$ cat config.mk
export PLATFORM = sky130hd
export DESIGN_NAME = one_shot_timer_queue_core
export DESIGN_NICKNAME = d
export VERILOG_FILES = /design/src/rtl/otq_pkg.sv /design/src/rtl/one_shot_timer_queue_core.sv /design/src/rtl/otq_order_cmp.sv
export VERILOG_INCLUDE_DIRS = /design/src /design/src/rtl
export SDC_FILE = /design/constraint.sdc
export NUM_CORES = 2
export LEC_CHECK = 0
export ABC_AREA = 1
export BUFFER_PORTS_ARGS = -buffer_cell sky130_fd_sc_hd__buf_2
export CAP_MARGIN = 30
export CORE_AREA = 10 10 377 379
export DETAILED_ROUTE_END_ITERATION = 8
export DIE_AREA = 0 0 387 389
export PLACE_DENSITY_LB_ADDON = 0.15
export SLEW_MARGIN = 20
export SYNTH_ARGS = -nofsm -noshare
export SYNTH_HDL_FRONTEND = slang
export SYNTH_SLANG_ARGS = --single-unit
$ cat constraint.sdc
create_clock -name i_clk -period 7.9 [get_ports i_clk]
set_input_delay 1.185 -clock i_clk [delete_from_list [all_inputs] [get_ports i_clk]]
set_output_delay 1.185 -clock i_clk [all_outputs]
set_load 0.05 [all_outputs]
$ cat src/rtl/one_shot_timer_queue_core_defines.svh
// Assertion macros shared by the timer queue RTL.
// Clocked on i_clk; the gated form is disabled while i_rst_n is low.
`ifndef ONE_SHOT_TIMER_QUEUE_CORE_DEFINES_SVH
`define ONE_SHOT_TIMER_QUEUE_CORE_DEFINES_SVH

// Check a property at every clock edge once out of reset.
`define OTQ_ASSERT(label, prop, msg) \
    label: assert property (@(posedge i_clk) disable iff (!i_rst_n) prop) else $error(msg);

// Check a property at every clock edge, reset included.
`define OTQ_ASSERT_ALWAYS(label, prop, msg) \
    label: assert property (@(posedge i_clk) prop) else $error(msg);

`endif

$ cat src/rtl/otq_pkg.sv
// Package for the one-shot timer queue: sequencer states, operation and
// result codes, register index and the compare unit result type. No dependencies.
`timescale 1ns / 1ps

package otq_pkg;

    typedef enum logic [2:0] {
        ST_IDLE,
        ST_ADD_SCAN,
        ST_SCAN,
        ST_SCAN_END,
        ST_RESOLVE
    } t_state;

    localparam logic [1:0] OP_TICK   = 2'd0;
    localparam logic [1:0] OP_ADD    = 2'd1;
    localparam logic [1:0] OP_CANCEL = 2'd2;

    localparam logic [2:0] KIND_ADDED     = 3'd0;
    localparam logic [2:0] KIND_FULL      = 3'd1;
    localparam logic [2:0] KIND_CANCEL    = 3'd2;
    localparam logic [2:0] KIND_EXPIRY    = 3'd3;
    localparam logic [2:0] KIND_TICK_DONE = 3'd4;

    // word index of paused_mode, taken from paddr[2]
    localparam logic CFG_IDX_PAUSED = 1'b0;

    typedef struct packed {
        logic reached;   // candidate deadline at or before now
        logic earlier;   // candidate goes ahead of the current best
    } t_cmp_res;

endpackage

$ cat src/rtl/one_shot_timer_queue_core.sv
// Top level of the one-shot timer queue: sequencer, slot store and APB register.
// Depends on otq_pkg, otq_order_cmp and one_shot_timer_queue_core_defines.svh.
`timescale 1ns / 1ps
//
// Usage: raise start with an operation word while busy is low; the word is
// taken at that edge. Tick adds elapsed_ms to program time (1 in paused_mode,
// nothing when elapsed_ms is zero), then frees every slot whose deadline is
// reached, earliest deadline first, reporting active ones as expiry results and
// closing with a tick-done result. Add stores a timer in the lowest free slot.
// Results appear on o_strobe for one cycle each, in order, o_last on the final one.
// The receiver cannot stall, so results are never held back.
// Cancel clears a slot's active mark without leaving idle, so busy never rises.
// Add scans the valid marks one slot a cycle from slot 0 until a free slot or
// the last one. A tick runs rounds of a slot scan through the store's single
// read port and the shared compare unit, one round per freed slot plus one.
// The next word can be taken at the edge that takes the final result.
// Reset (synchronous, i_rst_n low) clears time, all slot marks and paused_mode;
// the deadline/start store needs no clearing.
// Config: paused_mode at byte address 0; write only while busy is low.

module one_shot_timer_queue_core #(
    parameter int SLOTS     = 16,
    parameter int TIME_BITS = 48
) (
    input  logic        i_clk,
    input  logic        i_rst_n,
    input  logic        psel,
    input  logic        penable,
    input  logic        pwrite,
    input  logic [2:0]  paddr,
    input  logic [31:0] pwdata,
    output logic [31:0] prdata,
    output logic        pready,
    input  logic        start,
    output logic        busy,
    input  logic [1:0]  i_operation,
    input  logic [30:0] i_delay_ms,
    input  logic [15:0] i_elapsed_ms,
    input  logic [3:0]  i_timer_id,
    output logic        o_strobe,
    output logic [2:0]  o_kind,
    output logic [3:0]  o_result_id,
    output logic        o_ok,
    output logic [47:0] o_program_time,
    output logic        o_last
);
    import otq_pkg::*;

    `include "one_shot_timer_queue_core_defines.svh"

    localparam int            IW   = $clog2(SLOTS);
    localparam logic [IW-1:0] LAST = IW'(SLOTS - 1);

    t_state               r_state, n_state;
    logic [TIME_BITS-1:0] r_now, n_now;
    logic [SLOTS-1:0]     r_valid, n_valid;
    logic [SLOTS-1:0]     r_active, n_active;
    logic [IW-1:0]        r_idx, n_idx;
    logic                 r_have, n_have;
    logic                 r_paused;
    logic                 r_out_stb, n_out_stb;
    logic                 r_rd_pend;

    logic [30:0]          r_delay, n_delay;
    logic [IW-1:0]        r_best, n_best;
    logic [TIME_BITS-1:0] r_best_dl, n_best_dl;
    logic [TIME_BITS-1:0] r_best_st, n_best_st;
    logic [IW-1:0]        r_rd_idx;
    logic                 r_rd_valid;
    logic [TIME_BITS-1:0] r_rd_dl, r_rd_st;
    logic [2:0]           r_kind, n_kind;
    logic [3:0]           r_id, n_id;
    logic                 r_ok, n_ok;
    logic                 r_last, n_last;
    logic [47:0]          r_out_time;

    logic [TIME_BITS-1:0] r_mem_dl [SLOTS];
    logic [TIME_BITS-1:0] r_mem_st [SLOTS];

    logic                 accept;
    logic                 cfg_wr;
    logic [TIME_BITS-1:0] add_b;
    logic [TIME_BITS-1:0] sum;
    logic [63:0]          now_ext;
    logic                 mem_we;
    logic                 eval;
    logic                 cancel_ok;
    logic [IW-1:0]        cancel_idx;
    t_cmp_res             cmp;

    assign accept  = start && !busy;
    assign busy    = (r_state != ST_IDLE);
    assign pready  = 1'b1;
    assign cfg_wr  = psel && penable && pwrite && pready;
    assign prdata  = (paddr[2] == CFG_IDX_PAUSED) ? {31'd0, r_paused} : 32'd0;
    assign now_ext = 64'(r_now);

    // one adder serves both the time advance and the deadline
    assign add_b = (r_state == ST_IDLE)
                 ? (r_paused ? TIME_BITS'(1) : TIME_BITS'(i_elapsed_ms))
                 : TIME_BITS'(r_delay);
    assign sum   = r_now + add_b;

    assign cancel_idx = IW'(i_timer_id);
    assign cancel_ok  = (32'(i_timer_id) < 32'(SLOTS)) && r_valid[cancel_idx];

    otq_order_cmp #(
        .TIME_BITS(TIME_BITS)
    ) u_cmp (
        .i_cand_dl(r_rd_dl),
        .i_cand_st(r_rd_st),
        .i_best_dl(r_best_dl),
        .i_best_st(r_best_st),
        .i_now    (r_now),
        .o_res    (cmp)
    );

    // a read issued last cycle in the scan is evaluated now
    assign eval = (r_state == ST_SCAN && r_rd_pend) || (r_state == ST_SCAN_END);

    always_comb begin
        n_state   = r_state;
        n_now     = r_now;
        n_valid   = r_valid;
        n_active  = r_active;
        n_idx     = r_idx;
        n_have    = r_have;
        n_delay   = r_delay;
        n_best    = r_best;
        n_best_dl = r_best_dl;
        n_best_st = r_best_st;
        n_out_stb = 1'b0;
        n_kind    = r_kind;
        n_id      = r_id;
        n_ok      = r_ok;
        n_last    = r_last;
        mem_we    = 1'b0;

        // strict improvement only, so the lower slot keeps a full tie
        if (eval && r_rd_valid && cmp.reached && (!r_have || cmp.earlier)) begin
            n_have    = 1'b1;
            n_best    = r_rd_idx;
            n_best_dl = r_rd_dl;
            n_best_st = r_rd_st;
        end

        case (r_state)
            ST_IDLE: begin
                if (accept) begin
                    case (i_operation)
                        OP_TICK: begin
                            if (i_elapsed_ms != 16'd0) begin
                                n_now = sum;
                            end
                            n_idx   = '0;
                            n_have  = 1'b0;
                            n_state = ST_SCAN;
                        end
                        OP_ADD: begin
                            n_delay = i_delay_ms;
                            n_idx   = '0;
                            n_state = ST_ADD_SCAN;
                        end
                        OP_CANCEL: begin
                            if (cancel_ok) begin
                                n_active[cancel_idx] = 1'b0;
                            end
                            n_out_stb = 1'b1;
                            n_kind    = KIND_CANCEL;
                            n_id      = i_timer_id;
                            n_ok      = cancel_ok;
                            n_last    = 1'b1;
                        end
                        default: begin
                            // unused operation: drop the word
                        end
                    endcase
                end
            end
            ST_ADD_SCAN: begin
                if (!r_valid[r_idx]) begin
                    mem_we          = 1'b1;
                    n_valid[r_idx]  = 1'b1;
                    n_active[r_idx] = 1'b1;
                    n_out_stb       = 1'b1;
                    n_kind          = KIND_ADDED;
                    n_id            = 4'(r_idx);
                    n_ok            = 1'b1;
                    n_last          = 1'b1;
                    n_state         = ST_IDLE;
                end else if (r_idx == LAST) begin
                    n_out_stb = 1'b1;
                    n_kind    = KIND_FULL;
                    n_id      = 4'd0;
                    n_ok      = 1'b0;
                    n_last    = 1'b1;
                    n_state   = ST_IDLE;
                end else begin
                    n_idx = r_idx + IW'(1);
                end
            end
            ST_SCAN: begin
                if (r_idx == LAST) begin
                    n_state = ST_SCAN_END;
                end else begin
                    n_idx = r_idx + IW'(1);
                end
            end
            ST_SCAN_END: begin
                n_state = ST_RESOLVE;
            end
            ST_RESOLVE: begin
                if (r_have) begin
                    if (r_active[r_best]) begin
                        n_out_stb = 1'b1;
                        n_kind    = KIND_EXPIRY;
                        n_id      = 4'(r_best);
                        n_ok      = 1'b1;
                        n_last    = 1'b0;
                    end
                    // free the slot and start the next round
                    n_valid[r_best]  = 1'b0;
                    n_active[r_best] = 1'b0;
                    n_have           = 1'b0;
                    n_idx            = '0;
                    n_state          = ST_SCAN;
                end else begin
                    n_out_stb = 1'b1;
                    n_kind    = KIND_TICK_DONE;
                    n_id      = 4'd0;
                    n_ok      = 1'b0;
                    n_last    = 1'b1;
                    n_state   = ST_IDLE;
                end
            end
            default: begin
                n_state = ST_IDLE;
            end
        endcase
    end

    always_ff @(posedge i_clk) begin
        if (!i_rst_n) begin
            r_state   <= ST_IDLE;
            r_now     <= '0;
            r_valid   <= '0;
            r_active  <= '0;
            r_idx     <= '0;
            r_have    <= 1'b0;
            r_paused  <= 1'b0;
            r_out_stb <= 1'b0;
            r_rd_pend <= 1'b0;
        end else begin
            r_state   <= n_state;
            r_now     <= n_now;
            r_valid   <= n_valid;
            r_active  <= n_active;
            r_idx     <= n_idx;
            r_have    <= n_have;
            r_out_stb <= n_out_stb;
            r_rd_pend <= (r_state == ST_SCAN);
            if (cfg_wr && paddr[2] == CFG_IDX_PAUSED) begin
                r_paused <= pwdata[0];
            end
        end
    end

    always_ff @(posedge i_clk) begin
        r_delay    <= n_delay;
        r_best     <= n_best;
        r_best_dl  <= n_best_dl;
        r_best_st  <= n_best_st;
        r_rd_idx   <= r_idx;
        r_rd_valid <= r_valid[r_idx];
        r_kind     <= n_kind;
        r_id       <= n_id;
        r_ok       <= n_ok;
        r_last     <= n_last;
        if (n_out_stb) begin
            r_out_time <= now_ext[47:0];
        end
    end

    // deadline and start store: one write port, one registered read port
    always_ff @(posedge i_clk) begin
        if (mem_we) begin
            r_mem_dl[r_idx] <= sum;
            r_mem_st[r_idx] <= r_now;
        end
        r_rd_dl <= r_mem_dl[r_idx];
        r_rd_st <= r_mem_st[r_idx];
    end

    assign o_strobe       = r_out_stb;
    assign o_kind         = r_kind;
    assign o_result_id    = r_id;
    assign o_ok           = r_ok;
    assign o_program_time = r_out_time;
    assign o_last         = r_last;

    `OTQ_ASSERT(a_nonlast_is_expiry, o_strobe && !o_last |-> o_kind == KIND_EXPIRY, "mid expiry")
    `OTQ_ASSERT(a_tick_goes_busy, accept && i_operation == OP_TICK |=> busy, "tick not busy")
    `OTQ_ASSERT(a_best_is_valid, r_have |-> r_valid[r_best], "chosen slot is not valid")
    `OTQ_ASSERT_ALWAYS(a_reset_quiet, !i_rst_n |=> !busy && !o_strobe, "not quiet after reset")

endmodule

$ cat src/rtl/otq_order_cmp.sv
// Shared compare unit of the timer queue: deadline reached test and
// expiry order between a candidate slot and the best one so far. Uses otq_pkg.
`timescale 1ns / 1ps

module otq_order_cmp #(
    parameter int TIME_BITS = 48
) (
    input  logic [TIME_BITS-1:0] i_cand_dl,
    input  logic [TIME_BITS-1:0] i_cand_st,
    input  logic [TIME_BITS-1:0] i_best_dl,
    input  logic [TIME_BITS-1:0] i_best_st,
    input  logic [TIME_BITS-1:0] i_now,
    output otq_pkg::t_cmp_res    o_res
);
    import otq_pkg::*;

    always_comb begin
        o_res.reached = (i_cand_dl <= i_now);
        // earlier deadline wins; on a tie the later start goes first
        if (i_cand_dl != i_best_dl) begin
            o_res.earlier = (i_cand_dl < i_best_dl);
        end else begin
            o_res.earlier = (i_cand_st > i_best_st);
        end
    end

endmodule

# Word level (Yosys, flattened, before mapping)
# Memories as Yosys holds them, arrays and structs flattened. A register that Yosys moved wholly into a read port is not among the register bits.
# Cells that the tools add are included.
# W data, S select, Z words.
[classes] bitwise_logic=8 n_reduce_logical=30 n_addsub=2 n_mux=82 eq_ne=19 order_cmp=9
[op_table] op="$mux W16" n=8
[op_table] op="$add A48 B31 Y48" n=1
[op_table] op="$and A16 B16 Y16" n=3
[op_table] op="$gt A48 B48 Y1" n=1
[op_table] op="$le A48 B48 Y1" n=1
[op_table] op="$lt A48 B48 Y1" n=1
[op_table] op="$ne A48 B48 Y1" n=1
[op_table] op="$pmux W16 S3" n=1
[op_table] op="$mux W4" n=11
[op_table] op="$mux W1" n=34
[op_table] op="$not A16 Y16" n=2
[op_table] op="$or A16 B16 Y16" n=2
[op_table] op="$pmux W16 S2" n=1
[op_table] op="$mux W31" n=1
[op_table] op="$mux W3" n=10
[op_table] op="$pmux W4 S4" n=1
[op_table] op="$reduce_bool A16 Y1" n=1
[op_table] op="$lt A4 B5 Y1 const B" n=3
[op_table] op="$pmux W3 S5" n=1
[op_table] op="$ne A2 B2 Y1 const B" n=7
[op_table] op="$bmux W1 S4" n=3
[op_table] op="$demux W1 S4" n=3
[op_table] op="$ge A4 B1 Y1 const B" n=3
[op_table] op="$pmux W4 S3" n=1
[op_table] op="other kinds (29)" n=49
[totals] memories=2 ram_bits=1536 wordCells=172 regBits=284 out_inout_bits=92 inputBits=94
[memory_table] name="r_mem_dl" words=16 width=48 rd=1 rd_clocked_by_memory_dff=1 wr=1 line="one_shot_timer_queue_core.sv:77" source="logic [TIME_BITS-1:0] r_mem_dl [SLOTS];"
[memory_table] name="r_mem_st" words=16 width=48 rd=1 rd_clocked_by_memory_dff=1 wr=1 line="one_shot_timer_queue_core.sv:78" source="logic [TIME_BITS-1:0] r_mem_st [SLOTS];"

# Depth between registers and ports, before layout
[logic_depth] ltp_word=10 mapped_depth=22 mapped_depth_nobuf=21

# By module
# A second synthesis with hierarchy kept.
[unflattened] hier_cells=6877 area_unflattened_um2=79296.1
[modules_own_cells] mod="one_shot_timer_queue_core" seq_area_each_um2=55613.3 area_each_um2=75382.3 n_inst=1 cells_per_inst=6232
[modules_own_cells] mod="otq_order_cmp" seq_area_each_um2=0.0 area_each_um2=3913.8 n_inst=1 cells_per_inst=645

# Worst setup path after synthesis
# Ideal clock, no wire load.
[synth_path] path_type="register -> register" startpoint="register r_now[31]" endpoint="register r_best[0], enable pin" path_stages_with_launch=12 period_less_slack_ns=6.544 n_path_buf=0 setup_slack_ns=1.356 setup_ns=0.563 t_arrival_ns=5.981 t_required_ns=7.337 path_cell_list="dfxtp_1 inv_1 ha_1 nand2_1 nor2_1 nor3b_1 nand2_1 nor2_1 nand4_1 nand2_1 nand2_1 nor2_1"
[synth_between] elab_chain_len=3
[synth_rtl] element="from (decl)" line="one_shot_timer_queue_core.sv:55" source="logic [TIME_BITS-1:0] r_now, n_now;"
[synth_rtl] element="from (signal assigned)" line="one_shot_timer_queue_core.sv:255" source="r_now <= n_now;"
[synth_rtl] element="$le A48 B48 Y1" line="otq_order_cmp.sv:18" source="o_res.reached = (i_cand_dl <= i_now);"
[synth_rtl] element="$logic_and A1 B1 Y1 (2 in series)" line="one_shot_timer_queue_core.sv:140" source="if (eval && r_rd_valid && cmp.reached && (!r_have || cmp.earlier)) begin"
[synth_rtl] element="to (signal assigned)" line="one_shot_timer_queue_core.sv:270" source="r_best <= n_best;"
[synth_rtl] element="to (decl)" line="one_shot_timer_queue_core.sv:65" source="logic [IW-1:0] r_best, n_best;"
# Every way passes these cells.
# A chain may end at the register's enable or synchronous reset.

# Worst setup path in the final report
[layout_path] startpoint="register r_state[2]" endpoint="memory r_mem_dl[15][32], data pin"
[layout_between] elab_chain_len=3
[layout_rtl] element="from (decl)" line="one_shot_timer_queue_core.sv:54" source="t_state r_state, n_state;"
[layout_rtl] element="from (signal assigned)" line="one_shot_timer_queue_core.sv:254" source="r_state <= n_state;"
[layout_rtl] element="$logic_not A3 Y1" line="one_shot_timer_queue_core.sv:99" source="assign add_b = (r_state == ST_IDLE)"
[layout_rtl] element="$mux W31" line="one_shot_timer_queue_core.sv:100" source="? (r_paused ? TIME_BITS'(1) : TIME_BITS'(i_elapsed_ms))"
[layout_rtl] element="$add A48 B31 Y48" line="one_shot_timer_queue_core.sv:102" source="assign sum = r_now + add_b;"
[layout_rtl] element="via sum[32]" line="one_shot_timer_queue_core.sv:83" source="logic [TIME_BITS-1:0] sum;"
[layout_rtl] element="to (decl)" line="one_shot_timer_queue_core.sv:77"
# The timed path passes the listed nets, and every way through them passes these cells.

==> results.md <==
* Mapped Cells at roughly 6800
* Ys Warns at 0
* Synth Area per Inst at between 10 and 15 sq um
* Simple-gate portion of the synthesized area at approximately 12%
* Pin count of the biggest net entering global routing at between 150 and 200
* Layout cells sized above 1 at 7.572%
* PortBufs at 120
* FF+latch count, synth at about 1900
* Num ports at approximately 190
* Max H-tree Level at 4
* Reg2Reg Depth at 19
* Synth-to-layout area growth at 10.80%
* Clk sinks at 1916
* Routed via count at ~53000
* Worst reg2reg path startpoint: r_state[2]$_SDFFE_PN0P_
* Crit path cell chain: nor2_2 -> inv_2 -> nor2_4 -> buf_4 -> nand2_1 -> o21ai_0 -> inv_1 -> ha_1 -> fa_1 -> nand3_1 -> nand3_1 -> nand2_1 -> nand2_1 -> nand2_1 -> nand2_1 -> nand2_1 -> nand2_1 -> xor2_1 -> inv_1
* Complex-gate fraction of the synthesized area at 10.32%
* Post-synth EDFFs at 1724
* Die height at 389 microns
* Global route overflow at 0
* Final setup fails at 0
* Startpoint Class: register
* Distinct cell type count after synthesis at 47
* Non-Filler Instances at 8795
* Setup Buffers After CTS at 0
* Largest family of logic cells by synthesized area: simple AND/OR/NAND/NOR gates
* Final Max Slew Viols at 0
* Layout fillers at 10110
* P per Cell Area at 300.9 nW/um^2
* CTS Hold Bufs at 0
* Wire per inst at about 24 microns
* Total Nets Final at 7125
* Area share of the largest cell type after synthesis at about two thirds
* Commonest non-fill, non-tap cell in the layout: edfxtp_1
* Status: complete, no violations
* Final Cycle Share at 62.63%
* Clock buffer depth at 3
* CP Data Arrival Time at between 5 and 6 ns
* Final hold vios at 0
* Kind of critical path: reg -> reg
* Num CTS Buffers at ~190
* Sequential share of the synthesized area at between 70% and 80%
* Async S/R FF share, synth at 0%
* Tightest Hold Check Type: reg -> reg
* Crit path max-delay family: simple AND/OR/NAND/NOR gates
* Crit. Startpoint: r_state[2]$_SDFFE_PN0P_
* RD Place Congestion at 0.9627
* Hold path startpoint: r_rd_idx[0]$_DFF_P_
* Cell taking the most area after synthesis: edfxtp_1
* Clk_lat worst skew at 0.83 ns
* Core Rows at between 100 and 150
* Clock root buffer: clkbuf_16
* # resized after CTS at 0
* Critical Path Stages at 19
* Initial DRT Pass Iterations at 6
* Adder-cell share of the synthesized area at about 2.9%
* Peak supply drop at about 220 uV
* Hold path depth at 0
* Final WL at 210500 microns
* RSZ-0062 raised after global routing: no
* Post-DP HPWL at roughly 110000 microns
* DR DRC count at 0
* Worst endpoint required time at 8.38 ns
* Synth area leaders: edfxtp_1 66%, o21ai_0 5.6%, nand2_1 5.0%
* Antenna violations before repair at 4
* Most frequent cells in the layout: 1724 x edfxtp_1, 1055 x nand2_1, 953 x nor2_1
* Post-synthesis mux area share at 0%
* Slowest cell on the critical path: fa_1
* Leakage at 31.86 nW
* Worst relative slew slack at between 30% and 40%
* Die X at 387 microns
* Final min period at 4.948 ns
* First-pass GRT wire length at 313200 microns
* Top_reg_cell synth: edfxtp_1
* Worst-path clk slew at 0.06 ns
* GRT Util Overall at a little over a quarter
* Critical path buffer and inverter count at 4
* Fin Clk Skew at 0.03314 ns
* Remaining antenna violation count at 0
* Worst path max stage delay at 0.57 ns
* Vias in the first global route at roughly 50000
* Max_cap viols at 0
* Initial DRC Count at 6014
* Critical path's most frequent cell: nand2_1
* Worst-Margin Slew at about 1.0 ns
* XOR/XNOR Fraction of Synth Area at 0.3104%
* Critical Path End Type: register
* Placed insts at 8435
* Fmax achieved at 202.1 MHz
* Worst-path fanout max at 22
* Fin Setup TNS at 0 ns
* Initial core utilization at 58.69%
* CTS tree: done
* Reg2reg setup slack at around 3 ns
* Number of vias per cell at 5.981
* Synth Cell Area at 79010 sq um
* Placeable Area at 134600 sq um
* Die area at 150500 sq um
==> metrics by stage <==
| stage | hold WS, ns | power [W] | worst slack (ns) | utilization [%] | instance area (sq um) |
|---|---|---|---|---|---|
| 2_1_floorplan | 0.3258 | 0.01593 | 1.356 | - | 79120 |
| 3_3_place_gp | 0.3872 | 0.01746 | 3.008 | 60.32 | 81210 |
| 3_5_place_dp | 0.3936 | 0.01764 | 3.018 | 60.40 | 81320 |
| 4_1_cts | 0.4052 | 0.02634 | 2.984 | 64.91 | 87390 |
| 5_1_grt | 0.4247 | 0.02747 | 2.707 | 65.03 | 87540 |
| 6_report | 0.4062 | 0.02635 | 2.952 | 65.03 | 87540 |
==> state kept, by name, summed over array words and instances, names as in the netlist, 3 cells and up <==
register	cells
r_idx	4
o_program_time	48
r_mem_st	768
o_kind	3
r_delay	31
r_best_dl	48
o_result_id	4
r_state	3
r_now	48
r_rd_idx	4
r_active	16
r_best_st	48
r_mem_dl	768
r_rd_st	48
r_valid	16
r_rd_dl	48
r_best	4
==> kinds of logic (layout without fill, tap and decap cells) <==
group | after synthesis | count (layout)
other cells | 2 | 33
simple gates | 2295 | 2295
xor+xnor | 28 | 28
compound gates | 1499 | 1499
flops | 1916 | 1916
buf+inv | 881 | 1063
fa+ha+maj | 180 | 180
==> path summary, 6_finish.rpt <==
path,endpoint
min,r_best[0]$_DFFE_PP_
max,r_mem_dl[15][32]$_DFFE_PP_
min reg2reg,r_best[0]$_DFFE_PP_
max reg2reg,r_mem_dl[15][32]$_DFFE_PP_
==> worst reg2reg max path: cells and delay by family (launching register included) <==
kind / cells / cell delay (ns)
buffers and inverters: 4 / 0.94
AOI/OAI and AO/OA: 1 / 0.08
adders and majority gates: 2 / 0.84
xor gates and xnor gates: 1 / 0.36
DFF: 1 / 0.36
and+or+nand+nor: 11 / 2.03
==> synthesized netlist by cell type (5+ instances only) <==
library cell and instances:
buf_6 6, xor2_1 21, o21ai_0 886, nor2_2 5, nand3_1 89, nand4_1 143
o21a_1 8, nor3_1 16, ha_1 179, buf_2 49, nor2_1 970, nor4_1 6
o31ai_1 9, xnor2_1 7, buf_4 36, edfxtp_1 1724, inv_2 10, o21bai_1 8
o22ai_1 403, buf_1 23, dfxtp_1 192, nand2_1 1055, a21o_1 5, a21oi_1 160
inv_1 496, clkbuf_1 258
==> layer usage <==
metal | vias to the layer above | GRT usage [%] | share of wire (%)
met1 | 25650 | 38.13 | 41
met5 | - | 0 | 0
met2 | 2431 | 44.14 | 47
met4 | 0 | 8.784 | 2.8
li1 | 24150 | - | -
met3 | 372 | 4.295 | 9.0
==> power by group <==
group,switching (W),internal [W]
combinational,0.00365,0.00151
sequential,0.000489,0.0119
clock,0.00380,0.00500
total,0.00793,0.0184
==> final cells by class <==
class                      instances  area [sq um]  area share (%)
antenna                            1         2.502        0.002859
clock buffer                     263          5266           6.016
clock inverter                    88         807.0          0.9219
inverter                         508          1928           2.202
multi-input combinational       4034         20140           23.01
sequential                      1916         55620           63.54
tap                             1781          2228           2.546
timing repair buffer             204          1544           1.764
Note: power is estimated with default switching activity, not from simulation.
